$ cat src/sv/pad_trigger_router_unit_defines.svh
// ----------------------------------------------------------------------------
// pad_trigger_router_unit_defines.svh
// Assertion macros shared by the pad trigger router RTL.
// ----------------------------------------------------------------------------
`ifndef PAD_TRIGGER_ROUTER_UNIT_DEFINES_SVH
`define PAD_TRIGGER_ROUTER_UNIT_DEFINES_SVH

// Same-cycle implication, sampled on clk, off while rst_n is low
`define PTR_ASSERT_IMPL(lbl, ante, cons, msg) \
    lbl: assert property (@(posedge clk) disable iff (!rst_n) (ante) |-> (cons)) \
        else $error(msg);

// Next-cycle implication, sampled on clk, off while rst_n is low
`define PTR_ASSERT_NEXT(lbl, ante, cons, msg) \
    lbl: assert property (@(posedge clk) disable iff (!rst_n) (ante) |=> (cons)) \
        else $error(msg);

`endif

$ cat src/sv/ptr_pkg.sv
// ----------------------------------------------------------------------------
// ptr_pkg
// Types, field widths and codes for the pad trigger router.
// ----------------------------------------------------------------------------
`timescale 1ns / 1ps

package ptr_pkg;

    // Field widths of the request and result beats and the config registers
    localparam int MASK_W     = 16;
    localparam int NOTE_W     = 7;
    localparam int SLOT_W     = 4;
    localparam int NSAMP_W    = 16;
    localparam int ACT_W      = 2;
    localparam int LEN_W      = 24;
    localparam int REQ_W      = 3;
    localparam int MODE_W     = 2;
    localparam int GROUP_W    = 4;
    localparam int EXP_W      = 24;
    localparam int MODES_W    = 32;
    localparam int GROUPS_W   = 64;
    localparam int CFG_IDX_W  = 2;
    localparam int CFG_DATA_W = 64;

    // Parameter defaults
    localparam int DEF_NUM_SLOTS  = 16;
    localparam int DEF_COUNT_BITS = 24;

    // Request codes
    localparam logic [REQ_W-1:0] REQ_NOTE_ON     = 3'd0;
    localparam logic [REQ_W-1:0] REQ_NOTE_OFF    = 3'd1;
    localparam logic [REQ_W-1:0] REQ_PREVIEW_ON  = 3'd2;
    localparam logic [REQ_W-1:0] REQ_PREVIEW_OFF = 3'd3;
    localparam logic [REQ_W-1:0] REQ_ADVANCE     = 3'd4;
    localparam logic [REQ_W-1:0] REQ_STOP        = 3'd5;
    localparam logic [REQ_W-1:0] REQ_PANIC       = 3'd6;
    localparam logic [REQ_W-1:0] REQ_SET_FOCUS   = 3'd7;

    // Transport stop actions
    localparam logic [ACT_W-1:0] STOP_KILL    = 2'd1;
    localparam logic [ACT_W-1:0] STOP_RELEASE = 2'd2;

    // Trigger modes
    localparam logic [MODE_W-1:0] MODE_GATE     = 2'd0;
    localparam logic [MODE_W-1:0] MODE_LATCH    = 2'd1;
    localparam logic [MODE_W-1:0] MODE_ONESHOT  = 2'd2;
    localparam logic [MODE_W-1:0] MODE_RESERVED = 2'd3;

    // Configuration register indexes
    localparam logic [CFG_IDX_W-1:0] CFG_FIRST_NOTE    = 2'd0;
    localparam logic [CFG_IDX_W-1:0] CFG_TRIGGER_MODES = 2'd1;
    localparam logic [CFG_IDX_W-1:0] CFG_CHOKE_GROUPS  = 2'd2;

    localparam logic [NOTE_W-1:0] FIRST_NOTE_RESET = 7'd36;

    typedef struct packed {
        logic [REQ_W-1:0]   req_type;
        logic [NOTE_W-1:0]  note;
        logic [SLOT_W-1:0]  slot;
        logic [NSAMP_W-1:0] num_samples;
        logic [ACT_W-1:0]   stop_action;
        logic [LEN_W-1:0]   oneshot_samples;
        logic [MASK_W-1:0]  voice_active;
        logic [MASK_W-1:0]  voice_releasing;
    } in_item_t;

    typedef struct packed {
        logic [MASK_W-1:0] start_mask;
        logic [MASK_W-1:0] release_mask;
        logic [MASK_W-1:0] kill_mask;
        logic [SLOT_W-1:0] focus_slot;
        logic [MASK_W-1:0] latched_mask;
        logic [EXP_W-1:0]  next_expiry;
        logic              expiry_pending;
    } out_item_t;

endpackage

$ cat src/sv/pad_trigger_router_unit.sv
// ----------------------------------------------------------------------------
// pad_trigger_router_unit
// Turns pad requests into voice start/release/kill masks, with per-slot
// latch, preview, one-shot countdown and choke group handling.
//
//   channel   direction  handshake              beat
//   in        input      in_valid / in_ready    in_item   (ptr_pkg::in_item_t)
//   out       output     out_valid / out_ready  out_item  (ptr_pkg::out_item_t)
//   cfg       input      cfg_valid / cfg_ready  cfg_index, cfg_data
//
// Takes one beat per cycle while the output is not stalled; a result passes
// through the input register, the middle stage (after the slot update) and
// the output register (after the expiry minimum). Slot state is updated as
// a beat leaves the input register, so the next beat sees it with no bubble.
// Reset clears all slot state and resets config at once; no clearing pass.
// A stalled output holds the pipeline; cfg_ready is always high.
// ----------------------------------------------------------------------------
`timescale 1ns / 1ps
`include "pad_trigger_router_unit_defines.svh"

module pad_trigger_router_unit #(
    parameter int NUM_SLOTS  = ptr_pkg::DEF_NUM_SLOTS,
    parameter int COUNT_BITS = ptr_pkg::DEF_COUNT_BITS
) (
    input  logic                               clk,
    input  logic                               rst_n,
    input  logic                               in_valid,
    output logic                               in_ready,
    input  ptr_pkg::in_item_t                  in_item,
    output logic                               out_valid,
    input  logic                               out_ready,
    output ptr_pkg::out_item_t                 out_item,
    input  logic                               cfg_valid,
    output logic                               cfg_ready,
    input  logic [ptr_pkg::CFG_IDX_W-1:0]      cfg_index,
    input  logic [ptr_pkg::CFG_DATA_W-1:0]     cfg_data
);

    localparam int CW = COUNT_BITS;
    localparam int LW = (CW > ptr_pkg::LEN_W) ? CW : ptr_pkg::LEN_W;
    localparam int MW = (CW > ptr_pkg::NSAMP_W) ? CW : ptr_pkg::NSAMP_W;
    localparam int XW = (CW > ptr_pkg::EXP_W) ? CW : ptr_pkg::EXP_W;
    localparam int NG = (NUM_SLOTS + 3) / 4;

    // Configuration registers
    logic [ptr_pkg::NOTE_W-1:0]   first_note_reg;
    logic [ptr_pkg::MODES_W-1:0]  trigger_modes_reg;
    logic [ptr_pkg::GROUPS_W-1:0] choke_groups_reg;

    // Pipeline control
    logic in_valid_reg, mid_valid_reg, out_valid_reg;
    logic in_en, mid_en, out_en, fire;
    ptr_pkg::in_item_t  in_item_reg;
    ptr_pkg::out_item_t out_item_reg;

    // Slot state
    logic [NUM_SLOTS-1:0]        latched_reg, latched_next;
    logic [NUM_SLOTS-1:0]        preview_reg, preview_next;
    logic [NUM_SLOTS-1:0]        armed_reg, armed_next;
    logic [ptr_pkg::MODE_W-1:0]  smode_reg [NUM_SLOTS];
    logic [ptr_pkg::MODE_W-1:0]  smode_next [NUM_SLOTS];
    logic [CW-1:0]               cnt_reg [NUM_SLOTS];
    logic [CW-1:0]               cnt_next [NUM_SLOTS];
    logic [ptr_pkg::SLOT_W-1:0]  focus_reg, focus_next;

    // Slot stage results
    logic [NUM_SLOTS-1:0]        start_m, rel_m, kill_m;
    logic [CW-1:0]               gmin [NG];
    logic [NG-1:0]               gval;

    // Middle stage registers
    logic [NUM_SLOTS-1:0]        mid_start_reg, mid_rel_reg, mid_kill_reg, mid_latched_reg;
    logic [ptr_pkg::SLOT_W-1:0]  mid_focus_reg;
    logic [CW-1:0]               mid_gmin_reg [NG];
    logic [NG-1:0]               mid_gval_reg;

    // Expiry stage
    logic [CW-1:0]               best;
    logic                        best_val;
    logic [ptr_pkg::EXP_W-1:0]   best_sat;
    logic [NUM_SLOTS-1:0]        cnt_nz;

    // Handshake: each stage moves when the one after it can take a beat
    assign out_en    = !out_valid_reg || out_ready;
    assign mid_en    = !mid_valid_reg || out_en;
    assign in_en     = !in_valid_reg || mid_en;
    assign fire      = in_valid_reg && mid_en;
    assign in_ready  = in_en;
    assign out_valid = out_valid_reg;
    assign out_item  = out_item_reg;
    assign cfg_ready = 1'b1;

    // Configuration writes
    always_ff @(posedge clk or negedge rst_n)
    begin
        if (!rst_n)
        begin
            first_note_reg    <= ptr_pkg::FIRST_NOTE_RESET;
            trigger_modes_reg <= '0;
            choke_groups_reg  <= '0;
        end
        else if (cfg_valid)
        begin
            unique case (cfg_index)
                ptr_pkg::CFG_FIRST_NOTE:
                    first_note_reg <= cfg_data[ptr_pkg::NOTE_W-1:0];
                ptr_pkg::CFG_TRIGGER_MODES:
                    trigger_modes_reg <= cfg_data[ptr_pkg::MODES_W-1:0];
                ptr_pkg::CFG_CHOKE_GROUPS:
                    choke_groups_reg <= cfg_data;
                default:
                begin
                end
            endcase
        end
    end

    // Input register
    always_ff @(posedge clk or negedge rst_n)
    begin
        if (!rst_n)
            in_valid_reg <= 1'b0;
        else if (in_en)
            in_valid_reg <= in_valid;
    end

    always_ff @(posedge clk)
    begin
        if (in_en && in_valid)
            in_item_reg <= in_item;
    end

    // Slot update logic
    always_comb
    begin
        logic [NUM_SLOTS-1:0]         active, sounding, note_hit, slot_hit, is_latch;
        logic [NUM_SLOTS-1:0]         start_vec, choke;
        logic [ptr_pkg::MODE_W-1:0]   mode_v [NUM_SLOTS];
        logic [ptr_pkg::GROUP_W-1:0]  group_v [NUM_SLOTS];
        logic [ptr_pkg::NOTE_W-1:0]   diff;
        logic                         note_ge, toggle_off, starting, preview_start;
        logic [ptr_pkg::MODE_W-1:0]   start_mode, note_mode;
        logic [ptr_pkg::GROUP_W-1:0]  start_group;
        logic [LW-1:0]                len_w, len_c;
        logic [CW-1:0]                len_cnt;
        logic [ptr_pkg::REQ_W-1:0]    req;
        int                           idx;

        req      = in_item_reg.req_type;
        active   = in_item_reg.voice_active[NUM_SLOTS-1:0];
        sounding = active & ~in_item_reg.voice_releasing[NUM_SLOTS-1:0];
        note_ge  = in_item_reg.note >= first_note_reg;
        diff     = in_item_reg.note - first_note_reg;

        // Per-slot decode of config and target
        for (int s = 0; s < NUM_SLOTS; s++)
        begin
            mode_v[s]  = trigger_modes_reg[2*s +: 2];
            if (mode_v[s] == ptr_pkg::MODE_RESERVED)
                mode_v[s] = ptr_pkg::MODE_GATE;
            group_v[s]  = choke_groups_reg[4*s +: 4];
            is_latch[s] = (mode_v[s] == ptr_pkg::MODE_LATCH);
            note_hit[s] = note_ge && (diff == ptr_pkg::NOTE_W'(s));
            slot_hit[s] = (in_item_reg.slot == ptr_pkg::SLOT_W'(s));
        end

        // Which slot starts, in which mode, and its choke group
        toggle_off    = (req == ptr_pkg::REQ_NOTE_ON)
                        && (|(note_hit & is_latch & latched_reg & sounding));
        preview_start = (req == ptr_pkg::REQ_PREVIEW_ON);
        if ((req == ptr_pkg::REQ_NOTE_ON) && !toggle_off)
            start_vec = note_hit;
        else if (preview_start)
            start_vec = slot_hit;
        else
            start_vec = '0;
        starting    = |start_vec;
        note_mode   = '0;
        start_group = '0;
        for (int s = 0; s < NUM_SLOTS; s++)
        begin
            if (note_hit[s])
                note_mode = note_mode | mode_v[s];
            if (start_vec[s])
                start_group = start_group | group_v[s];
        end
        start_mode = preview_start ? ptr_pkg::MODE_GATE : note_mode;
        for (int s = 0; s < NUM_SLOTS; s++)
            choke[s] = starting && !start_vec[s] && (start_group != '0)
                       && (group_v[s] == start_group) && active[s];

        // One-shot length: at least 1, saturated to the counter width
        len_w = LW'(in_item_reg.oneshot_samples);
        if (len_w == '0)
            len_c = LW'(1);
        else if (len_w > LW'({CW{1'b1}}))
            len_c = LW'({CW{1'b1}});
        else
            len_c = len_w;
        len_cnt = CW'(len_c);

        latched_next = latched_reg;
        preview_next = preview_reg;
        armed_next   = armed_reg;
        smode_next   = smode_reg;
        cnt_next     = cnt_reg;
        start_m      = '0;
        rel_m        = '0;
        kill_m       = '0;

        // Per-slot request effects
        for (int s = 0; s < NUM_SLOTS; s++)
        begin
            unique case (req)
                ptr_pkg::REQ_NOTE_ON:
                begin
                    if (toggle_off && note_hit[s])
                    begin
                        latched_next[s] = 1'b0;
                        rel_m[s]        = 1'b1;
                    end
                end
                ptr_pkg::REQ_NOTE_OFF:
                begin
                    if (note_hit[s] && (smode_reg[s] == ptr_pkg::MODE_GATE)
                        && !preview_reg[s] && sounding[s])
                        rel_m[s] = 1'b1;
                end
                ptr_pkg::REQ_PREVIEW_OFF:
                begin
                    if (slot_hit[s] && preview_reg[s])
                    begin
                        preview_next[s] = 1'b0;
                        rel_m[s]        = sounding[s];
                    end
                end
                ptr_pkg::REQ_ADVANCE:
                begin
                    if (armed_reg[s])
                    begin
                        if (MW'(cnt_reg[s]) <= MW'(in_item_reg.num_samples))
                        begin
                            cnt_next[s]   = '0;
                            armed_next[s] = 1'b0;
                            rel_m[s]      = sounding[s];
                        end
                        else
                            cnt_next[s] = CW'(MW'(cnt_reg[s])
                                              - MW'(in_item_reg.num_samples));
                    end
                end
                ptr_pkg::REQ_STOP:
                begin
                    if (((in_item_reg.stop_action == ptr_pkg::STOP_KILL)
                         || (in_item_reg.stop_action == ptr_pkg::STOP_RELEASE))
                        && latched_reg[s])
                    begin
                        latched_next[s] = 1'b0;
                        if (in_item_reg.stop_action == ptr_pkg::STOP_KILL)
                            kill_m[s] = active[s];
                        else
                            rel_m[s] = sounding[s];
                    end
                end
                ptr_pkg::REQ_PANIC:
                begin
                    kill_m[s]       = active[s];
                    latched_next[s] = 1'b0;
                    preview_next[s] = 1'b0;
                    armed_next[s]   = 1'b0;
                    smode_next[s]   = ptr_pkg::MODE_GATE;
                    cnt_next[s]     = '0;
                end
                default:
                begin
                end
            endcase

            // Choke: other active slots of the started slot's group
            if (choke[s])
            begin
                kill_m[s]       = 1'b1;
                latched_next[s] = 1'b0;
                preview_next[s] = 1'b0;
                armed_next[s]   = 1'b0;
                smode_next[s]   = ptr_pkg::MODE_GATE;
                cnt_next[s]     = '0;
            end

            // Start of the target slot
            if (start_vec[s])
            begin
                start_m[s]      = 1'b1;
                smode_next[s]   = start_mode;
                latched_next[s] = (start_mode == ptr_pkg::MODE_LATCH);
                preview_next[s] = preview_start;
                armed_next[s]   = (start_mode == ptr_pkg::MODE_ONESHOT);
                cnt_next[s]     = (start_mode == ptr_pkg::MODE_ONESHOT) ? len_cnt : '0;
            end
        end

        // Focus follows starts, latch toggles and explicit requests
        focus_next = focus_reg;
        if ((req == ptr_pkg::REQ_NOTE_ON) && (|note_hit))
            focus_next = diff[ptr_pkg::SLOT_W-1:0];
        else if (((req == ptr_pkg::REQ_PREVIEW_ON) || (req == ptr_pkg::REQ_SET_FOCUS))
                 && (|slot_hit))
            focus_next = in_item_reg.slot;

        // Smallest armed countdown within each group of four slots
        for (int g = 0; g < NG; g++)
        begin
            gmin[g] = '0;
            gval[g] = 1'b0;
            for (int k = 0; k < 4; k++)
            begin
                idx = 4 * g + k;
                if (idx < NUM_SLOTS)
                begin
                    if (armed_next[idx] && (!gval[g] || (cnt_next[idx] < gmin[g])))
                    begin
                        gmin[g] = cnt_next[idx];
                        gval[g] = 1'b1;
                    end
                end
            end
        end
    end

    // Slot state registers
    always_ff @(posedge clk or negedge rst_n)
    begin
        if (!rst_n)
        begin
            latched_reg <= '0;
            preview_reg <= '0;
            armed_reg   <= '0;
            focus_reg   <= '0;
            for (int s = 0; s < NUM_SLOTS; s++)
            begin
                smode_reg[s] <= ptr_pkg::MODE_GATE;
                cnt_reg[s]   <= '0;
            end
        end
        else if (fire)
        begin
            latched_reg <= latched_next;
            preview_reg <= preview_next;
            armed_reg   <= armed_next;
            focus_reg   <= focus_next;
            smode_reg   <= smode_next;
            cnt_reg     <= cnt_next;
        end
    end

    // Middle stage
    always_ff @(posedge clk or negedge rst_n)
    begin
        if (!rst_n)
            mid_valid_reg <= 1'b0;
        else if (mid_en)
            mid_valid_reg <= in_valid_reg;
    end

    always_ff @(posedge clk)
    begin
        if (fire)
        begin
            mid_start_reg   <= start_m;
            mid_rel_reg     <= rel_m;
            mid_kill_reg    <= kill_m;
            mid_latched_reg <= latched_next;
            mid_focus_reg   <= focus_next;
            mid_gmin_reg    <= gmin;
            mid_gval_reg    <= gval;
        end
    end

    // Final minimum over the groups, saturated to the result width
    always_comb
    begin
        best     = '0;
        best_val = 1'b0;
        for (int g = 0; g < NG; g++)
        begin
            if (mid_gval_reg[g] && (!best_val || (mid_gmin_reg[g] < best)))
            begin
                best     = mid_gmin_reg[g];
                best_val = 1'b1;
            end
        end
        if (!best_val)
            best_sat = '0;
        else if (XW'(best) > XW'({ptr_pkg::EXP_W{1'b1}}))
            best_sat = '1;
        else
            best_sat = ptr_pkg::EXP_W'(XW'(best));
    end

    // Output register
    always_ff @(posedge clk or negedge rst_n)
    begin
        if (!rst_n)
            out_valid_reg <= 1'b0;
        else if (out_en)
            out_valid_reg <= mid_valid_reg;
    end

    always_ff @(posedge clk)
    begin
        if (out_en && mid_valid_reg)
        begin
            out_item_reg.start_mask     <= ptr_pkg::MASK_W'(mid_start_reg);
            out_item_reg.release_mask   <= ptr_pkg::MASK_W'(mid_rel_reg);
            out_item_reg.kill_mask      <= ptr_pkg::MASK_W'(mid_kill_reg);
            out_item_reg.focus_slot     <= mid_focus_reg;
            out_item_reg.latched_mask   <= ptr_pkg::MASK_W'(mid_latched_reg);
            out_item_reg.next_expiry    <= best_sat;
            out_item_reg.expiry_pending <= best_val;
        end
    end

    // Nonzero flag per countdown, for checking
    always_comb
    begin
        for (int s = 0; s < NUM_SLOTS; s++)
            cnt_nz[s] = (cnt_reg[s] != '0);
    end

    // Checks
    `PTR_ASSERT_IMPL(a_armed_nonzero, 1'b1, (armed_reg & ~cnt_nz) == '0, "armed countdown at zero")
    `PTR_ASSERT_IMPL(a_start_disjoint, out_valid_reg, ((out_item_reg.start_mask & out_item_reg.kill_mask) == '0) && ((out_item_reg.start_mask & out_item_reg.release_mask) == '0), "start overlaps kill or release")
    `PTR_ASSERT_IMPL(a_single_start, out_valid_reg, $countones(out_item_reg.start_mask) <= 1, "more than one slot started")
    `PTR_ASSERT_IMPL(a_expiry_idle, out_valid_reg && !out_item_reg.expiry_pending, out_item_reg.next_expiry == '0, "expiry value without pending countdown")
    `PTR_ASSERT_NEXT(a_panic_clears, fire && (in_item_reg.req_type == ptr_pkg::REQ_PANIC), (latched_reg == '0) && (armed_reg == '0) && (preview_reg == '0), "panic left slot state")

endmodule

$ cat config.mk
export PLATFORM = sky130hd
export DESIGN_NAME = pad_trigger_router_unit
export DESIGN_NICKNAME = d
export VERILOG_FILES = /design/src/sv/ptr_pkg.sv /design/src/sv/pad_trigger_router_unit.sv
export VERILOG_INCLUDE_DIRS = /design/src /design/src/sv
export SDC_FILE = /design/constraint.sdc
export NUM_CORES = 2
export LEC_CHECK = 0
export ABC_AREA = 1
export BUFFER_PORTS_ARGS = -buffer_cell sky130_fd_sc_hd__buf_2
export CAP_MARGIN = 20
export CORE_ASPECT_RATIO = 0.9
export CORE_UTILIZATION = 25
export DETAILED_ROUTE_END_ITERATION = 8
export PLACE_DENSITY = 0.37
export SLEW_MARGIN = 20
export SYNTH_ARGS = -nofsm -noshare
export SYNTH_HDL_FRONTEND = slang
export SYNTH_SLANG_ARGS = --single-unit
export TNS_END_PERCENT = 1
$ cat constraint.sdc
create_clock -name clk -period 22.6 [get_ports clk]
set_input_delay 0 -clock clk [delete_from_list [all_inputs] [get_ports clk]]
set_output_delay 0 -clock clk [all_outputs]
set_load 0.02 [all_outputs]
==> impl_metrics.py <==
metrics = {
    "clock_tree": {
        "insertion_delay_ns": 0.83,
        "cts_tree": "built",
        "cts-resized-gates": 0,
        "cts.sinks": 923,
        "postCtsSetupRepairBufs": 0,
        "cts.path.max_buffers": 3,
        "root_buffer": "clkbuf_16",
        "numCtsBuffers": 119,
        "clk_pin_slew_ns": 0.07,
        "htreeDepth": 3,
    },
    "place": {
        "dp_slack_ns": 7.73,
        "portBuffers": 253,
        "hpwl_um": 291000,
        "gp_congestion": 0.937,
    },
    "global_routing": {
        "track_usage_pct": 26.3,
        "grt_pass1_vias": 71600,
        "overflow": 0,
        "grt_max_degree": 180,
        "antenna_found_initial": 55,
        "grt_pass1_wl_um": 551000,
    },
    "power": {
        "power_density_mw_per_mm2": 127,
        "power_frac_comb_pct": 56.0,
        "p_int_mw": 5.44,
        "clock_power_share_pct": 19.3,
        "static-leakage-power_nw": 39.0,
        "switching_share_pct": 50.1,
        "ir_drop_mv": 0.0883,
        "p_switching_mw": 5.46,
        "p_seq_share_pct": 24.6,
    },
    "sta": {
        "worstMarginPinSlew_ns": 1.29,
        "tns_ns": 0,
        "period_share_pct": 66.4,
        "clock_skew_ns": 0.0649,
        "timing.final.max_slew_violations": 0,
        "fin_crit_ns": 15.00,
        "finalHoldViolCount": 0,
        "slew_headroom_pct": 13.2,
        "setup_viol_count_final": 0,
        "clock.fmax_ghz": 0.0667,
        "worst_slack_ns": 7.60,
        "rsz0062_at_grt": "no",
    },
    "finish": {
        "area_growth_pct": 18.7,
        "largest_reg_flops": 384,
        "drive_above_1_share_pct": 8.13,
        "layout.nets": 11100,
        "layout_commonest_cell": "nand2_1",
        "layout_common_cells": "nand2_1, o21ai_0, inv_1",
    },
    "routing": {
        "route.detailed.drc": 0,
        "detail-route-antenna-nets": 0,
        "via_per_inst": 5.31,
        "wl_per_cell_um": 27.6,
        "routed-via-count": 76000,
        "routed_wl_um": 395000,
        "drt_pre_antenna_iters": 6,
        "drt_iter0_markers": 8891,
    },
    "synth": {
        "ys.flop_type": "dfrtp_1",
        "ys_async_sr_fraction_pct": 62.2,
        "seq_area_frac_synth_pct": 34.3,
        "syn_area_mm2": 0.0724,
        "synth_edf_count": 349,
        "synth_cell_type_count": 66,
        "synthesis.nets": 10600,
        "synth_seq_cells": 923,
        "avgSynthCellArea_um2": 7.35,
        "syn_inst": 9850,
        "yosys_warnings": 0,
    },
    "setup_path": {
        "crit_type": "flip-flop to flip-flop",
        "max_stage_delay_ns": 0.81,
        "cpLargestDelayFamily": "simple AND/OR/NAND/NOR gates",
        "critPathArrivalTime_ns": 15.55,
        "critPathBufInv": 8,
        "worst_setup_path_start_kind": "flip-flop",
        "crit_required_ns": 23.15,
        "end_kind": "flip-flop",
        "crit_slowest_cell": "a21oi_1",
        "path_max_fanout": 34,
        "crit_path_frequent_cell": "nand2_1",
    },
    "flow_run": {
        "cap_violations": 0,
    },
    "die": {
        "die_w_um": 569,
        "ios": 255,
        "row_count": 187,
        "start_util_pct": 25.1,
        "die_h_um": 512,
        "fp.coreArea_mm2": 0.288,
        "die_area_mm2": 0.292,
    },
    "worst_hold_path": {
        "hp-class": "primary input to flip-flop",
    },
    "outcome": {
        "outcome": "complete, no violations",
    },
}
[kinds of logic after synthesis]
group | Yosys count | share of synthesized area (%)
xor+xnor | 280 | 3.39
simple gates | 3880 | 22.5
flops | 923 | 34.3
compound gates | 2672 | 20.7
fa+ha+maj | 626 | 11.0
buf+inv | 1442 | 7.69
other cells | 1 | 0.00518
mux | 26 | 0.405
[per-stage QoR]
stage | instances | hold WS (ns) | utilization [%] | total power, mW | area [um^2]
2_1_floorplan | 9850 | -0.296 | - | 6.55 | 72400
3_3_place_gp | 13800 | 0.0585 | 27.3 | 8.67 | 78700
3_5_place_dp | 13800 | 0.0487 | 27.3 | 8.66 | 78700
4_1_cts | 14300 | 0.0182 | 29.8 | 10.9 | 85800
5_1_grt | 14300 | 0.0705 | 29.8 | 11.7 | 85800
6_report | 14300 | 0.0811 | 29.8 | 10.9 | 85900
[metal layers]
| metal | GRT usage, % | routed length, um | vias to the layer above |
|---|---|---|---|
| met5 | 0 | 107 | - |
| met4 | 6.86 | 10900 | 16 |
| met3 | 4.41 | 31000 | 422 |
| met2 | 37.6 | 160000 | 3155 |
| met1 | 40.0 | 192000 | 37400 |
| li1 | - | - | 35000 |
[cells in the mapped netlist, types with 12 or more instances]
library cell / count / area (um^2)
nand2_1: 2458 / 9230
o21ai_0: 1264 / 6330
inv_1: 983 / 3690
ha_1: 609 / 7620
a21oi_1: 573 / 2870
dfrtp_1: 572 / 14300
nor2_1: 553 / 2080
nand3_1: 453 / 2270
o22ai_1: 432 / 2700
clkbuf_1: 351 / 1320
edfxtp_1: 349 / 10500
xor2_1: 171 / 1500
nand4_1: 148 / 926
a22oi_1: 123 / 923
nor3_1: 113 / 566
xnor2_1: 109 / 955
nor4_1: 55 / 344
buf_1: 52 / 195
a211oi_1: 48 / 360
o211ai_1: 34 / 255
o21bai_1: 30 / 225
o31ai_1: 28 / 210
a31oi_1: 26 / 163
mux2_2: 26 / 293
o221ai_1: 26 / 228
nand2_2: 25 / 156
fa_1: 17 / 340
nand3_2: 15 / 150
o21a_1: 15 / 113
buf_4: 13 / 97.6
a21o_1: 12 / 90.1
buf_6: 12 / 135
[power groups by stage]
stage	Combinational [mW]	Sequential [mW]	Clock (mW)
floorplan	3.94	2.61	0
global placement	5.96	2.71	0
detailed placement	5.95	2.71	0
CTS	6.02	2.68	2.16
global route	6.76	2.74	2.21
finish	6.11	2.69	2.11
[layout make-up]
cell class / count / area (um^2)
fill: 31300 / 202000
multi-input combinational: 7485 / 42100
sequential: 923 / 24800
timing repair buffer: 786 / 6050
tap: 3874 / 4850
inverter: 1003 / 3780
clock buffer: 139 / 3120
clock inverter: 89 / 1080
antenna: 13 / 32.5
[final timing paths]
check	start	end	slack [ns]	cells after the start
hold / removal	cfg_data[15]	choke_groups_reg[15]	0.08	4
setup / recovery	first_note_reg[2]	mid_gmin_reg[56]	7.60	65
setup reg to reg	first_note_reg[2]	mid_gmin_reg[56]	7.60	65
hold reg to reg	mid_rel_reg[0]	out_item[61]	0.41	0
max in group asynchronous	rst_n	cnt_reg[39]	19.58	6
min in group asynchronous	rst_n	smode_reg[21]	0.45	4
[tightest hold or removal path: cells and delay by family]
family | cells | cell delay (ns)
buffers and inverters | 3 | 0.69
AOI/OAI and AO/OA | 1 | 0.16
[timing repair]
item,CTS,global route
endpoints found under the hold margin,467,0
hold buffers,292,0
setup endpoints to repair,0,0
Power figures use the tool's default switching activity.
